File: src/sv/tiu_pkg.sv
// ----------------------------------------------------------------------------
// tiu_pkg
// Types and constants shared by the timer and interrupt unit modules.
// ----------------------------------------------------------------------------
package tiu_pkg;

    // configuration register indexes
    typedef enum logic [1:0] {
        CFG_TIMER_RELOAD = 2'd0,
        CFG_TIMER_PERIOD = 2'd1,
        CFG_TIMER_STOP   = 2'd2,
        CFG_INT_ENABLE   = 2'd3
    } t_cfg_idx;

    localparam logic [10:0] PERIOD_RESET  = 11'd1024;
    localparam int          TIMER_IRQ_BIT = 2;
    localparam logic [6:0]  VEC_BASE      = 7'h40;
    localparam logic [7:0]  TIMER_MAX     = 8'hff;

    typedef struct packed {
        logic [7:0]  timer_reload;
        logic [10:0] timer_period;
        logic        timer_stopped;
        logic [4:0]  int_enable_mask;
    } t_cfg;

    typedef struct packed {
        logic [7:0] elapsed_cycles;
        logic [4:0] new_requests;
        logic       master_on;
        logic       master_off;
        logic       halt_enter;
    } t_item;

    typedef struct packed {
        logic [7:0] divider_value;
        logic [7:0] timer_value;
        logic [4:0] flags_value;
        logic       take_interrupt;
        logic [6:0] vector_addr;
        logic       halt_wake;
        logic       halted_now;
    } t_result;

    // index of the lowest set bit (highest priority source)
    function automatic logic [2:0] lowest_bit(input logic [4:0] pend);
        logic [2:0] idx;
        idx = 3'd0;
        for (int i = 4; i >= 0; i--) begin
            if (pend[i]) begin
                idx = 3'(i);
            end
        end
        return idx;
    endfunction

    function automatic logic [6:0] vector_of(input logic [2:0] idx);
        return 7'(VEC_BASE + {1'b0, idx, 3'b000});
    endfunction

endpackage

File: src/sv/tiu_step.sv
// ----------------------------------------------------------------------------
// tiu_step
// Counter, flag and master-enable state; computes one step per request.
// ----------------------------------------------------------------------------
module tiu_step (
    input  logic             i_clk,
    input  logic             i_rst_n,
    input  tiu_pkg::t_cfg    i_cfg,
    input  tiu_pkg::t_item   i_item,
    input  logic             i_accept,
    output tiu_pkg::t_result o_result
);

    logic [7:0]  r_div_cnt,  n_div_cnt;
    logic [7:0]  r_div_pre,  n_div_pre;
    logic [7:0]  r_tmr_cnt,  n_tmr_cnt;
    logic [10:0] r_tmr_pre,  n_tmr_pre;
    logic [4:0]  r_flags,    n_flags;
    logic        r_me,       n_me;
    logic        r_ma,       n_ma;
    logic        r_halted,   n_halted;

    logic [8:0]  dsum;
    logic [11:0] tsum;
    logic [10:0] tsum_adj;
    logic [4:0]  pend;
    logic [2:0]  idx;
    logic        take;
    logic        wake;

    always_comb begin
        dsum      = {1'b0, r_div_pre} + {1'b0, i_item.elapsed_cycles};
        n_div_pre = dsum[7:0];
        n_div_cnt = dsum[8] ? r_div_cnt + 8'd1 : r_div_cnt;

        n_flags   = r_flags;
        n_tmr_cnt = r_tmr_cnt;
        n_tmr_pre = r_tmr_pre;
        tsum      = {1'b0, r_tmr_pre} + {4'd0, i_item.elapsed_cycles};
        tsum_adj  = tsum[10:0];
        if (!i_cfg.timer_stopped) begin
            // at most one timer step per request
            if (tsum >= {1'b0, i_cfg.timer_period}) begin
                tsum_adj = 11'(tsum - {1'b0, i_cfg.timer_period});
                if (r_tmr_cnt != tiu_pkg::TIMER_MAX) begin
                    n_tmr_cnt = r_tmr_cnt + 8'd1;
                end else begin
                    n_tmr_cnt = i_cfg.timer_reload;
                    n_flags[tiu_pkg::TIMER_IRQ_BIT] = 1'b1;
                end
            end
            n_tmr_pre = tsum_adj;
        end
        n_flags = n_flags | i_item.new_requests;

        n_me = r_me;
        n_ma = r_ma;
        if (i_item.master_off) begin
            n_me = 1'b0;
            n_ma = 1'b0;
        end else if (i_item.master_on && !r_me) begin
            n_me = 1'b1;
            n_ma = 1'b0;
        end

        n_halted = r_halted | i_item.halt_enter;
        wake     = 1'b0;
        if (n_halted && (n_flags != 5'd0)) begin
            wake     = 1'b1;
            n_halted = 1'b0;
        end

        // enable lags one request: the first enabled request only arms
        pend = n_flags & i_cfg.int_enable_mask;
        idx  = tiu_pkg::lowest_bit(pend);
        take = 1'b0;
        if (n_me) begin
            if (!n_ma) begin
                n_ma = 1'b1;
            end else if (pend != 5'd0) begin
                take         = 1'b1;
                n_flags[idx] = 1'b0;
                n_me         = 1'b0;
                n_ma         = 1'b0;
            end
        end

        o_result.divider_value  = n_div_cnt;
        o_result.timer_value    = n_tmr_cnt;
        o_result.flags_value    = n_flags;
        o_result.take_interrupt = take;
        o_result.vector_addr    = take ? tiu_pkg::vector_of(idx) : 7'd0;
        o_result.halt_wake      = wake;
        o_result.halted_now     = n_halted;
    end

    always_ff @(posedge i_clk) begin
        if (!i_rst_n) begin
            r_div_cnt <= '0;
            r_div_pre <= '0;
            r_tmr_cnt <= '0;
            r_tmr_pre <= '0;
            r_flags   <= '0;
            r_me      <= 1'b0;
            r_ma      <= 1'b0;
            r_halted  <= 1'b0;
        end else if (i_accept) begin
            r_div_cnt <= n_div_cnt;
            r_div_pre <= n_div_pre;
            r_tmr_cnt <= n_tmr_cnt;
            r_tmr_pre <= n_tmr_pre;
            r_flags   <= n_flags;
            r_me      <= n_me;
            r_ma      <= n_ma;
            r_halted  <= n_halted;
        end
    end

endmodule

File: src/sv/timer_and_interrupt_unit.sv
// ----------------------------------------------------------------------------
// timer_and_interrupt_unit
// Divider, programmable timer and prioritized interrupt dispatch.
//
//   channel | direction | handshake                 | payload
//   --------+-----------+---------------------------+---------------------------
//   in      | in        | i_in_valid / o_in_stall   | cycles, requests, events
//   out     | out       | o_out_valid / i_out_stall | counters, flags, dispatch
//   cfg     | in        | i_cfg_valid / o_cfg_ready | i_cfg_index, i_cfg_data
//
// One request per clock while o_in_stall is low; each result is registered.
// The step is one pass of adders, a compare and a priority encoder.
// A two-entry output buffer keeps input flowing while the output is stalled;
// o_in_stall rises only when both entries hold results.
// Reset (synchronous, active low) clears state and loads register defaults.
// ----------------------------------------------------------------------------
module timer_and_interrupt_unit (
    input  logic        i_clk,
    input  logic        i_rst_n,

    input  logic        i_in_valid,
    output logic        o_in_stall,
    input  logic [7:0]  i_elapsed_cycles,
    input  logic [4:0]  i_new_requests,
    input  logic        i_master_on,
    input  logic        i_master_off,
    input  logic        i_halt_enter,

    output logic        o_out_valid,
    input  logic        i_out_stall,
    output logic [7:0]  o_divider_value,
    output logic [7:0]  o_timer_value,
    output logic [4:0]  o_flags_value,
    output logic        o_take_interrupt,
    output logic [6:0]  o_vector_addr,
    output logic        o_halt_wake,
    output logic        o_halted_now,

    input  logic        i_cfg_valid,
    output logic        o_cfg_ready,
    input  logic [1:0]  i_cfg_index,
    input  logic [10:0] i_cfg_data
);

    tiu_pkg::t_cfg    r_cfg;
    tiu_pkg::t_item   item;
    tiu_pkg::t_result step_res;
    tiu_pkg::t_result r_out;
    tiu_pkg::t_result r_skd;
    logic             r_out_v;
    logic             r_skd_v;
    logic             in_acc;
    logic             out_free;

    assign o_cfg_ready = 1'b1;
    assign o_in_stall  = r_skd_v;
    assign in_acc      = i_in_valid && !r_skd_v;
    assign out_free    = !r_out_v || !i_out_stall;

    assign item.elapsed_cycles = i_elapsed_cycles;
    assign item.new_requests   = i_new_requests;
    assign item.master_on      = i_master_on;
    assign item.master_off     = i_master_off;
    assign item.halt_enter     = i_halt_enter;

    always_ff @(posedge i_clk) begin
        if (!i_rst_n) begin
            r_cfg.timer_reload    <= '0;
            r_cfg.timer_period    <= tiu_pkg::PERIOD_RESET;
            r_cfg.timer_stopped   <= 1'b1;
            r_cfg.int_enable_mask <= '0;
        end else if (i_cfg_valid) begin
            unique case (tiu_pkg::t_cfg_idx'(i_cfg_index))
                tiu_pkg::CFG_TIMER_RELOAD: r_cfg.timer_reload    <= i_cfg_data[7:0];
                tiu_pkg::CFG_TIMER_PERIOD: r_cfg.timer_period    <= i_cfg_data;
                tiu_pkg::CFG_TIMER_STOP:   r_cfg.timer_stopped   <= i_cfg_data[0];
                tiu_pkg::CFG_INT_ENABLE:   r_cfg.int_enable_mask <= i_cfg_data[4:0];
                default: ;
            endcase
        end
    end

    tiu_step u_step (
        .i_clk    (i_clk),
        .i_rst_n  (i_rst_n),
        .i_cfg    (r_cfg),
        .i_item   (item),
        .i_accept (in_acc),
        .o_result (step_res)
    );

    // output register plus skid entry
    always_ff @(posedge i_clk) begin
        if (!i_rst_n) begin
            r_out_v <= 1'b0;
            r_skd_v <= 1'b0;
        end else if (out_free) begin
            if (r_skd_v) begin
                r_out_v <= 1'b1;
                r_skd_v <= 1'b0;
            end else begin
                r_out_v <= in_acc;
            end
        end else if (in_acc) begin
            r_skd_v <= 1'b1;
        end
    end

    always_ff @(posedge i_clk) begin
        if (out_free) begin
            r_out <= r_skd_v ? r_skd : step_res;
        end else if (in_acc) begin
            r_skd <= step_res;
        end
    end

    assign o_out_valid      = r_out_v;
    assign o_divider_value  = r_out.divider_value;
    assign o_timer_value    = r_out.timer_value;
    assign o_flags_value    = r_out.flags_value;
    assign o_take_interrupt = r_out.take_interrupt;
    assign o_vector_addr    = r_out.vector_addr;
    assign o_halt_wake      = r_out.halt_wake;
    assign o_halted_now     = r_out.halted_now;

endmodule

File: config.mk
export PLATFORM = sky130hd
export DESIGN_NAME = timer_and_interrupt_unit
export DESIGN_NICKNAME = d
export VERILOG_FILES = /design/src/sv/tiu_pkg.sv /design/src/sv/tiu_step.sv /design/src/sv/timer_and_interrupt_unit.sv
export SDC_FILE = /design/constraint.sdc
export NUM_CORES = 1
export LEC_CHECK = 0
export BUFFER_PORTS_ARGS = -buffer_cell sky130_fd_sc_hd__buf_2
export CORE_UTILIZATION = 35
export DETAILED_ROUTE_END_ITERATION = 6
export PLACE_DENSITY = 0.58
export SETUP_SLACK_MARGIN = 0.15
export SYNTH_ARGS = -nofsm -noshare
export SYNTH_HDL_FRONTEND = slang
export SYNTH_HIERARCHICAL = 1
export SYNTH_SLANG_ARGS = --single-unit
File: constraint.sdc
create_clock -name i_clk -period 4.9 [get_ports i_clk]
set_clock_uncertainty 0.05 [all_clocks]
set_input_delay 0 -clock i_clk [delete_from_list [all_inputs] [get_ports i_clk]]
set_output_delay 0 -clock i_clk [all_outputs]
set_load 0.02 [all_outputs]
==> key figures, run 1 <==
Synth
  • Yosys top cell area share: 0.265
  • Post-synthesis register bit count: 132
  • Cell area after synthesis: 7040 µm²
  • Synth Area per Inst: 10.2 µm²
  • Predominant post-synthesis flop cell: dfxtp_1
  • Yosys warns: 6
  • Synth area leaders: edfxtp_1 (26%), dfxtp_1 (20%), ha_1 (5.2%)
  • Syn Inst Count: 692
  • Most frequent cell after synthesis: nand2_1
  • Post-synthesis sequential area ratio: 0.464
  • Distinct cell type count after synthesis: 70
  • FFs w/ async S/R, synth: 0
  • Post-synth top cells: nand2_1 (84), dfxtp_1 (70), edfxtp_1 (62), a21oi_1 (39), nor2_1 (39)
  • Area leader, netlist: edfxtp_1
  • EDFF count, synth: 62

Setup path
  • Reg2Reg Setup Slack: 460 ps
  • Worst-path fanout max: 6
  • Reg2reg start: u_step/r_tmr_pre[0]$_SDFFE_PN0P_
  • CP Class: flop to flop
  • End of the worst register-to-register path: o_flags_value[4]$_DFFE_PP_
  • CP Cell Sequence: ha_1 -> fa_1 -> a21oi_1 -> nor2b_1 -> a311oi_1 -> o2bb2ai_1 -> xnor2_1 -> ha_1 -> nand2_1 -> o22ai_1 -> a211oi_1 -> nand2_1 -> a311oi_2 -> nor2_1 -> o32a_1 -> mux2_2
  • Worst r2r path cells: 16
  • CP required: 5030 ps
  • Arrival time worst endpoint: 4570 ps
  • CP max stage delay: 420 ps
  • CP Capture Type: flop
  • Slowest cell on crit path: a311oi_1
  • Worst Setup Start Kind: flop

Placement
  • Inst Count DP: 992
  • DP Wirelength: 10,900 µm
  • Global placement routability congestion: 0.857
  • Placement Cell Area: 7530 µm²
  • I/O Buffers: 66

Cells and area
  • # diodes: 0
  • Core Util, Final: 0.427
  • Fin area: 8370 µm²
  • # fillers: 1,894
  • # nets final: 839
  • Layout cells sized above 1: 0.193
  • Area grow syn2layout: 18.9%
  • Non-filler cells, final: 1,051

Global routing
  • Largest net degree at the start of global routing: 73
  • Vias in the first global route: 5,045
  • Initial antenna violation count: 0
  • GRT Total Usage: 0.162
  • First-pass GRT wire length: 25,700 µm
  • GR Overflow Total: 0

Clock tree
  • TritonCTS Sinks: 132
  • CTS tree: done
  • Setup Fix Bufs, Post-CTS: 0
  • Clock buffer count from CTS: 17
  • CTS root buf: clkbuf_16
  • CTS max path bufs: 2
  • Clock latency on the worst-skew pair: 420 ps
  • Clk slew on worst S/H paths: 60 ps
  • Htree depth: 4

Power
  • P_int: 2090 µW
  • Pwr dens: 342 nW/µm²
  • Sw Pwr: 765 µW
  • Total power: 2860 µW
  • Switching share of power: 0.268
  • Sequential Power Share: 0.431
  • Leakage: 0.00337 µW
  • Combinational share of power: 0.141
  • Worst vdd ir: 0.213 mV
  • Clk pwr share: 0.428

Routing
  • Post-route DRC: 0
  • Detailed-route via count: 5,342
  • Drt via density: 5.08
  • Drt first-iter violations: 292
  • Drt pass-1 iters: 5
  • Final ANT Viol Nets: 0
  • Drt total wl: 15,700 µm
  • Routed length per instance: 15.0 µm

STA
  • Max frequency: 225 MHz
  • Slew margin rel.: 0.386
  • Final TNS setup: 0 ps
  • Max Slew Vio Count: 0
  • Setup violations, final: 0
  • RSZ-0062 raised after global routing: false
  • Hold Vio Cnt, Final: 0
  • Fin crit period: 4440 ps
  • Final worst-path cycle share: 0.906
  • Worst-margin pin slew: 920 ps

Floorplanning
  • Die area: 20,700 µm²
  • I/O pin cnt: 68
  • DIE HEIGHT: 144 µm
  • Die Wd: 144 µm
  • Starting Density: 0.359
  • Rows: 51
  • Core footprint: 19,600 µm²

Job
  • Max Cap Viol: 0

Hold path
  • WHS Path Cells: 4
  • Worst hold path startpoint: i_elapsed_cycles[1]
  • Worst Hold Path EP: u_step/r_div_pre[1]$_SDFFE_PN0P_
  • Worst hold path class: primary input to flop

Run status
  • Status: finished clean
## per-layer routing
metal  vias to the layer above  GRT usage  part of all wire
met2                       136      0.253              0.45
met1                      2499      0.220              0.50
li1                       2688          -                 -
met3                        19     0.0350             0.043
met4                         0     0.0599             0.015
met5                         -          0                 0
## power by group through the flow
stage                     clock (µW)  sequential, µW  combinational [µW]
after global placement             0            1250                 385
after CTS                       1250            1230                 404
final                           1220            1230                 404
after global routing            1300            1240                 451
after floorplan                    0            1280                 268
after detailed placement           0            1250                 387
## sequential cells by signal, summed over array words and instances (netlist names), 7 cells and up
name and cells:
u_step/r_tmr_pre 11, u_step/r_div_cnt 8, u_step/r_tmr_cnt 8, o_divider_value 8, o_timer_value 8, o_vector_addr 7, u_step/r_div_pre 8, r_skd 31
r_cfg 25
## worst max-delay path: cells and delay by family, from the launching register on
kind,cells,cell delay (ps)
xor+xnor,1,180
compound gates,7,2000
flops,1,310
fa+ha+maj,3,920
simple gates,4,460
mux,1,260
## cells by family (layout without fill, tap and decap cells)
group | count (synthesis) | after routing | synth area share
AND/OR/NAND/NOR | 216 | 216 | 0.150
AO/OA/AOI/OAI | 151 | 151 | 0.144
flip-flops | 132 | 132 | 0.464
multiplexers | 67 | 67 | 0.101
buffers and inverters | 65 | 157 | 0.0464
adder cells (fa/ha/maj) | 32 | 32 | 0.0601
XOR/XNOR | 27 | 27 | 0.0336
other | 2 | 4 | 0.00107
## layout by cell type (no fill, tap or decap), types with 6 or more instances in the layout
cell type      instances
nand2b_1               7
o31ai_1                6
a21oi_1               39
edfxtp_1              62
mux2i_1               35
xnor2_1               21
ha_1                  29
o21ai_0               32
a31oi_1               11
o21a_1                 7
xor2_1                 6
and3_1                 9
dfxtp_1               70
clkbuf_16             17
buf_4                  7
nor3_1                 6
dlygate4sd3_1         27
nand4_1                6
nand3_1               21
mux2_2                30
buf_2                 66
a21o_1                 6
nor2b_1               10
nand2_1               84
nor2_1                39
inv_1                 25
## final cells by class
cell class / instances / area [µm²] / area share
Clock buffer: 19 / 443 / 0.0529
Clock inverter: 13 / 125 / 0.0150
Inverter: 25 / 93.8 / 0.0112
Multi-Input combinational cell: 497 / 3460 / 0.413
Sequential cell: 132 / 3260 / 0.390
Tap cell: 265 / 332 / 0.0396
Timing Repair Buffer: 100 / 653 / 0.0781
## repair_timing
| item | 4_1_cts | 5_1_grt |
|---|---|---|
| endpoints found under the hold margin | 38 | 0 |
| resized for setup | 0 | 1 |
| hold buffers | 27 | 0 |
| setup endpoints to repair | 0 | 2 |
## worst max path at each step
| stage | startpoint | to | slack, ps | cells past startpoint |
|---|---|---|---|---|
| floorplan | u_step/r_tmr_pre[0]$_SDFFE_PN0P_ | o_halt_wake$_DFFE_PP_ | 860 | 17 |
| global placement | u_step/r_tmr_pre[0]$_SDFFE_PN0P_ | o_flags_value[4]$_DFFE_PP_ | 600 | 16 |
| detailed placement | u_step/r_tmr_pre[0]$_SDFFE_PN0P_ | o_flags_value[4]$_DFFE_PP_ | 510 | 16 |
| CTS | u_step/r_tmr_pre[0]$_SDFFE_PN0P_ | o_flags_value[4]$_DFFE_PP_ | 480 | 16 |
| global route | u_step/r_tmr_pre[0]$_SDFFE_PN0P_ | o_flags_value[4]$_DFFE_PP_ | 180 | 16 |
| finish | u_step/r_tmr_pre[0]$_SDFFE_PN0P_ | o_flags_value[4]$_DFFE_PP_ | 460 | 16 |
## through the flow
step                      hold slack, ps  worst slack [ps]
after floorplan                     92.1               859
after global placement               204               597
after detailed placement             206               511
after CTS                           7.78               483
after global routing                24.1               177
final                               24.4               460
Power figures use the tool's default switching activity.
==> run 2, diff against run 1 <==
--- a/config.mk
+++ b/config.mk
@@ -9,6 +9,7 @@
 export CORE_UTILIZATION = 35
 export DETAILED_ROUTE_END_ITERATION = 6
 export PLACE_DENSITY = 0.58
+export RECOVER_POWER = 100
 export SETUP_SLACK_MARGIN = 0.15
 export SYNTH_ARGS = -nofsm -noshare
 export SYNTH_HDL_FRONTEND = slang
==> key figures, run 2 (synthesis results as in run 1) <==
Run status
  • Status: finished with violations (was finished clean)
  • Failing checks: capacitance limit, slew limit

Power
  • Worst vdd ir: 0.213 mV (about the same)
  • Sequential Power Share: 0.432 (was 0.431)
  • Pwr dens: 344 nW/µm² (was 342 nW/µm²)
  • Clk pwr share: 0.429 (was 0.428)
  • Sw Pwr: 763 µW (was 765 µW)
  • Combinational share of power: 0.139 (was 0.141)
  • Switching share of power: 0.268 (about the same)
  • Leakage: 0.00322 µW (was 0.00337 µW)
  • P_int: 2090 µW (about the same)
  • Total power: 2850 µW (was 2860 µW)

Routing
  • Drt first-iter violations: 328 (was 292)
  • Routed length per instance: 15.0 µm (about the same)
  • Top Layer Used: met4 (unchanged)
  • Post-route DRC: 0 (unchanged)
  • Met2 wire len: 7000 µm (was 7020 µm)
  • WL met3: 614 µm (was 669 µm)
  • Detailed-route via count: 5,308 (was 5,342)
  • Drt total wl: 15,800 µm (was 15,700 µm)
  • Met1 wire length: 7930 µm (was 7800 µm)
  • Drt pass-1 iters: 5 (unchanged)
  • Drt via density: 5.05 (was 5.08)
  • Final ANT Viol Nets: 0 (unchanged)

STA
  • Worst hold slack: 24.4 ps (about the same)
  • Final worst-path cycle share: 0.901 (was 0.906)
  • Slew margin rel.: -0.266 (was 0.386)
  • Final TNS setup: 0 ps (unchanged)
  • Max frequency: 226 MHz (was 225 MHz)
  • Max Slew Vio Count: 108 (was 0)
  • Hold Vio Cnt, Final: 0 (unchanged)
  • Fin crit period: 4420 ps (was 4440 ps)
  • Worst-margin pin slew: 1900 ps (was 920 ps)
  • Setup violations, final: 0 (unchanged)
  • RSZ-0062 raised after global routing: false (unchanged)

Cells and area
  • Commonest non-fill, non-tap cells in the layout: nand2_1 (84), dfxtp_1 (70), edfxtp_1 (62) (was nand2_1 (84), dfxtp_1 (70), buf_2 (66))
  • Largest regs: r_skd (31), r_cfg (25), u_step/r_tmr_pre (11) (unchanged)
  • Largest register FFs: 31 (unchanged)
  • # diodes: 0 (unchanged)
  • Core Util, Final: 0.423 (was 0.427)
  • Area grow syn2layout: 17.7% (was 18.9%)
  • Non-filler cells, final: 1,051 (unchanged)
  • Biggest register: r_skd (unchanged)
  • Layout cells sized above 1: 0.136 (was 0.193)
  • # nets final: 839 (unchanged)
  • # fillers: 1,925 (was 1,894)
  • Commonest non-fill, non-tap cell in the layout: nand2_1 (unchanged)

Floorplanning
  • Starting Density: 0.359 (unchanged)
  • Die area: 20,700 µm² (unchanged)
  • DIE HEIGHT: 144 µm (unchanged)
  • Die Wd: 144 µm (unchanged)
  • I/O pin cnt: 68 (unchanged)
  • Core footprint: 19,600 µm² (unchanged)
  • Rows: 51 (unchanged)

Global routing
  • GRT Total Usage: 0.162 (unchanged)
  • First-pass GRT wire length: 25,700 µm (unchanged)
  • Largest net degree at the start of global routing: 73 (unchanged)
  • Vias in the first global route: 5,045 (unchanged)
  • GR Overflow Total: 0 (unchanged)
  • Initial antenna violation count: 0 (unchanged)

Setup path
  • CP Cell Sequence: ha_1 -> fa_1 -> a21oi_1 -> nor2b_1 -> a311oi_1 -> o2bb2ai_1 -> xnor2_1 -> ha_1 -> nand2_1 -> o22ai_1 -> a211oi_1 -> nand2_1 -> a311oi_2 -> nor2_1 -> o32a_1 -> mux2_2 (unchanged)
  • CP top delay family: compound AO/OA/AOI/OAI gates (unchanged)
  • Worst Setup Start Kind: flop (unchanged)
  • Worst-path fanout max: 6 (unchanged)
  • CP Class: flop to flop (unchanged)
  • Arrival time worst endpoint: 4540 ps (was 4570 ps)
  • Slowest cell on crit path: a311oi_1 (unchanged)
  • CP max stage delay: 420 ps (about the same)
  • Bufs and invs on worst path: 0 (unchanged)
  • CP required: 5020 ps (was 5030 ps)
  • CP Capture Type: flop (unchanged)

Clock tree
  • Clk slew on worst S/H paths: 60 ps (about the same)
  • CTS tree: done (unchanged)
  • Htree depth: 4 (unchanged)
  • CTS max path bufs: 2 (unchanged)
  • CTS root buf: clkbuf_16 (unchanged)
  • Clock latency on the worst-skew pair: 430 ps (was 420 ps)
  • TritonCTS Sinks: 132 (unchanged)
  • Clock buffer count from CTS: 17 (unchanged)

Placement
  • Inst Count DP: 992 (unchanged)
  • DP Wirelength: 10,900 µm (unchanged)
  • Global placement routability congestion: 0.857 (unchanged)
  • I/O Buffers: 66 (unchanged)

Hold path
  • Worst hold path class: primary input to flop (unchanged)

Job
  • Max Cap Viol: 3 (was 0)
run 2: power groups by stage:
stage          clock network (µW)  logic [µW]  registers (µW)
3_5_place_dp                    0         387            1250
2_1_floorplan                   0         268            1280
6_report                     1220         396            1230
3_3_place_gp                    0         385            1250
5_1_grt                      1300         443            1240
4_1_cts                      1250         404            1230
run 2: tightest hold or removal path: cells and delay by family:
kind | cells | cell delay, ps
adder cells (fa/ha/maj) | 1 | 170
AO/OA/AOI/OAI | 1 | 60
buffers and inverters | 2 | 210
run 2: layer usage:
layer,vias up,GRT usage
li1,2690,-
met3,18,0.0350
met5,-,0
met4,0,0.0599
met1,2483,0.220
met2,117,0.253
run 2: final cells by class:
type                            count  area (µm²)  area share
Clock buffer                       19         443      0.0535
Inverter                           25        93.8      0.0113
Timing Repair Buffer              100         592      0.0714
Tap cell                          265         332      0.0400
Sequential cell                   132        3260       0.394
Clock inverter                     13         125      0.0151
Multi-Input combinational cell    497        3440       0.415
run 2: path summary, 6_finish.rpt:
path | from | slack, ps | cells past startpoint | endpoint
max | u_step/r_tmr_pre[0]$_SDFFE_PN0P_ | 480 | 16 | o_flags_value[4]$_DFFE_PP_
min | i_elapsed_cycles[1] | 20 | 4 | u_step/r_div_pre[1]$_SDFFE_PN0P_
max reg2reg | u_step/r_tmr_pre[0]$_SDFFE_PN0P_ | 480 | 16 | o_flags_value[4]$_DFFE_PP_
min reg2reg | r_cfg[10]$_SDFFE_PN0P_ | 410 | 2 | r_cfg[10]$_SDFFE_PN0P_
run 2: stage by stage:
step	worst slack, ps	instance area [µm²]
finish	484	8290
global placement	597	7530
CTS	483	8370
floorplan	859	7040
detailed placement	511	7530
global route	168	8290
run 2: repair_timing:
action / in CTS / in global routing
gates resized for setup: 0 / 1
endpoints found under the setup margin: 0 / 2
hold endpoints to repair: 38 / 0
setup buffers: 0 / 0
hold buffers: 27 / 0
==> run 3, diff against run 2 <==
--- a/config.mk
+++ b/config.mk
@@ -8,9 +8,11 @@
 export BUFFER_PORTS_ARGS = -buffer_cell sky130_fd_sc_hd__buf_2
 export CORE_UTILIZATION = 35
 export DETAILED_ROUTE_END_ITERATION = 6
+export GPL_ROUTABILITY_DRIVEN = 0
 export PLACE_DENSITY = 0.58
 export RECOVER_POWER = 100
 export SETUP_SLACK_MARGIN = 0.15
+export SLEW_MARGIN = 40
 export SYNTH_ARGS = -nofsm -noshare
 export SYNTH_HDL_FRONTEND = slang
 export SYNTH_HIERARCHICAL = 1
==> constraint.sdc (replaced) <==
create_clock -name i_clk -period 4.2 [get_ports i_clk]
set_clock_uncertainty 0.05 [all_clocks]
set_input_delay 0 -clock i_clk [delete_from_list [all_inputs] [get_ports i_clk]]
set_output_delay 0 -clock i_clk [all_outputs]
set_load 0.02 [all_outputs]
==> key figures, run 3 (synthesis results as in run 1) <==
Cells and area
  • # diodes: 0 (unchanged)
  • Layout cells sized above 1: 0.189 (was 0.136)
  • Non-filler cells, final: 1,070 (was 1,051)
  • # fillers: 1,887 (was 1,925)
  • FF/Latch Area: 3260 µm² (about the same)
  • Largest register FFs: 31 (unchanged)
  • Multi-input logic area: 3550 µm² (was 3440 µm²)
  • Area grow syn2layout: 22.4% (was 17.7%)
  • Biggest register: r_skd (unchanged)
  • Largest regs: r_skd (31), r_cfg (25), u_step/r_tmr_pre (11) (unchanged)
  • # nets final: 858 (was 839)
  • Commonest non-fill, non-tap cells in the layout: nand2_1 (82), dfxtp_1 (69), edfxtp_1 (62) (was nand2_1 (84), dfxtp_1 (70), edfxtp_1 (62))
  • Commonest non-fill, non-tap cell in the layout: nand2_1 (unchanged)

Setup path
  • CP required: 4320 ps (was 5020 ps)
  • CP Capture Type: flop (unchanged)
  • CP Cell Sequence: ha_4 -> fa_2 -> a21oi_2 -> nor2b_2 -> a311oi_2 -> o2bb2ai_2 -> xnor2_1 -> ha_1 -> nand4_1 -> o22ai_2 -> a211oi_2 -> nand2_2 -> a311oi_4 -> nor2_1 -> buf_4 -> o21a_1 -> mux2_2 (was ha_1 -> fa_1 -> a21oi_1 -> nor2b_1 -> a311oi_1 -> o2bb2ai_1 -> xnor2_1 -> ha_1 -> nand2_1 -> o22ai_1 -> a211oi_1 -> nand2_1 -> a311oi_2 -> nor2_1 -> o32a_1 -> mux2_2)
  • CP max stage delay: 390 ps (was 420 ps)
  • Reg2reg start: u_step/r_tmr_pre[0]$_SDFFE_PN0P_ (unchanged)
  • Slowest cell on crit path: fa_2 (was a311oi_1)
  • Arrival time worst endpoint: 4200 ps (was 4540 ps)
  • Worst-path fanout max: 5 (was 6)
  • Worst r2r path cells: 17 (was 16)
  • End of the worst register-to-register path: o_vector_addr[4]$_DFFE_PP_ (was o_flags_value[4]$_DFFE_PP_)
  • CP Class: flop to flop (unchanged)
  • Worst Setup Start Kind: flop (unchanged)
  • Reg2Reg Setup Slack: 120 ps (was 480 ps)

STA
  • Slew margin rel.: -0.227 (was -0.266)
  • Fin crit period: 4080 ps (was 4420 ps)
  • RSZ-0062 raised after global routing: true (was false)
  • Final TNS setup: 0 ps (unchanged)
  • Max frequency: 245 MHz (was 226 MHz)
  • Setup violations, final: 0 (unchanged)
  • Worst-margin pin slew: 1840 ps (was 1900 ps)
  • Final worst-path cycle share: 0.972 (was 0.901)
  • Hold Vio Cnt, Final: 0 (unchanged)
  • Max Slew Vio Count: 182 (was 108)

Hold path
  • Worst hold path class: primary input to flop (unchanged)
  • Worst hold path startpoint: i_elapsed_cycles[1] (unchanged)
  • WHS Path Cells: 4 (unchanged)
  • Worst Hold Path EP: u_step/r_div_pre[1]$_SDFFE_PN0P_ (unchanged)

Routing
  • Detailed-route via count: 5,507 (was 5,308)
  • Drt first-iter violations: 378 (was 328)
  • Drt total wl: 16,300 µm (was 15,800 µm)
  • Drt via density: 5.15 (was 5.05)
  • Post-route DRC: 0 (unchanged)
  • Drt pass-1 iters: 5 (unchanged)
  • Final ANT Viol Nets: 0 (unchanged)
  • Routed length per instance: 15.2 µm (was 15.0 µm)

Global routing
  • GR Overflow Total: 0 (unchanged)
  • GRT Total Usage: 0.166 (was 0.162)
  • Largest net degree at the start of global routing: 40 (was 73)
  • Vias in the first global route: 5,128 (was 5,045)
  • Initial antenna violation count: 0 (unchanged)
  • First-pass GRT wire length: 26,100 µm (was 25,700 µm)

Power
  • Worst vdd ir: 0.284 mV (was 0.213 mV)
  • Pwr dens: 414 nW/µm² (was 344 nW/µm²)
  • Total power: 3560 µW (was 2850 µW)
  • Leakage: 0.00336 µW (was 0.00322 µW)

Placement
  • I/O Buffers: 66 (unchanged)
  • DP Wirelength: 11,300 µm (was 10,900 µm)
  • Inst Count DP: 1,003 (was 992)

Floorplanning
  • Die area: 20,700 µm² (unchanged)
  • Die Wd: 144 µm (unchanged)
  • Starting Density: 0.359 (unchanged)
  • Rows: 51 (unchanged)
  • DIE HEIGHT: 144 µm (unchanged)
  • Core footprint: 19,600 µm² (unchanged)
  • I/O pin cnt: 68 (unchanged)

Clock tree
  • Clock buffer count from CTS: 17 (unchanged)
  • Clock latency on the worst-skew pair: 420 ps (was 430 ps)
  • Clk slew on worst S/H paths: 60 ps (about the same)
  • TritonCTS Sinks: 132 (unchanged)
  • CTS root buf: clkbuf_16 (unchanged)
  • CTS max path bufs: 2 (unchanged)
  • CTS tree: done (unchanged)
  • Htree depth: 4 (unchanged)

Run status
  • Failing checks: capacitance limit, slew limit (unchanged)
  • Status: finished with violations (unchanged)

Job
  • Max Cap Viol: 5 (was 3)
## run 3: changes by cell type in the layout (fill, tap and decap cells not counted), sizes merged
cell / previous run / this run
inv: 29 / 27
clkinv: 6 / 2
dlygate4sd3: 27 / 23
clkinvlp: 2 / 3
bufinv: 1 / 4
clkbuf: 59 / 61
buf: 33 / 56
## run 3: how the worst max path moves through the flow
stage	start	to	slack (ps)	cells past startpoint
final	u_step/r_tmr_pre[0]$_SDFFE_PN0P_	o_vector_addr[4]$_DFFE_PP_	120	17
after global routing	u_step/r_tmr_pre[0]$_SDFFE_PN0P_	o_vector_addr[4]$_DFFE_PP_	-70	17
after CTS	u_step/r_tmr_pre[0]$_SDFFE_PN0P_	o_halt_wake$_DFFE_PP_	160	16
after detailed placement	u_step/r_tmr_pre[0]$_SDFFE_PN0P_	o_timer_value[0]$_DFFE_PP_	-30	16
after global placement	u_step/r_tmr_pre[0]$_SDFFE_PN0P_	o_flags_value[4]$_DFFE_PP_	50	16
after floorplan	u_step/r_tmr_pre[0]$_SDFFE_PN0P_	o_halt_wake$_DFFE_PP_	160	17
## run 3: area by class of cell
cell class | count | area share
Multi-Input combinational cell | 497 | 0.413
Sequential cell | 132 | 0.379
Timing Repair Buffer | 119 | 0.0838
Clock buffer | 21 | 0.0546
Tap cell | 265 | 0.0385
Clock inverter | 11 | 0.0202
Inverter | 25 | 0.0109
## run 3: per-layer routing
layer	up-vias	GRT usage	part of all wire
met5	-	0	0
met3	22	0.0370	0.045
met4	0	0.0683	0.017
li1	2716	-	-
met2	134	0.258	0.45
met1	2635	0.223	0.48
## run 3: stage by stage
step	cell area (µm²)	setup WS (ps)	hold slack, ps	utilization
floorplan	7040	159	92.1	-
global placement	7610	46.4	203	0.389
detailed placement	7610	-30.6	205	0.389
CTS	8510	158	3.14	0.435
global route	8610	-73.1	17.0	0.440
finish	8610	118	14.1	0.440
## run 3: critical path, delay by kind of cell (launching register included)
kind / cells / cell delay [ps]
compound gates: 7 / 1590
simple gates: 4 / 400
xor+xnor: 1 / 130
buf+inv: 1 / 160
fa+ha+maj: 3 / 910
mux: 1 / 260
flops: 1 / 330
## run 3: timing repair
action	in CTS	in global routing
setup endpoints to repair	15	37
hold buffers	23	0
setup buffers	1	11
pin swaps	4	24
resized for setup	4	20
hold endpoints to repair	38	0
## run 3: report_power, final
part | internal [µW] | switching (µW)
Combinational | 219 | 292
Sequential | 1410 | 29.5
Clock | 1040 | 571
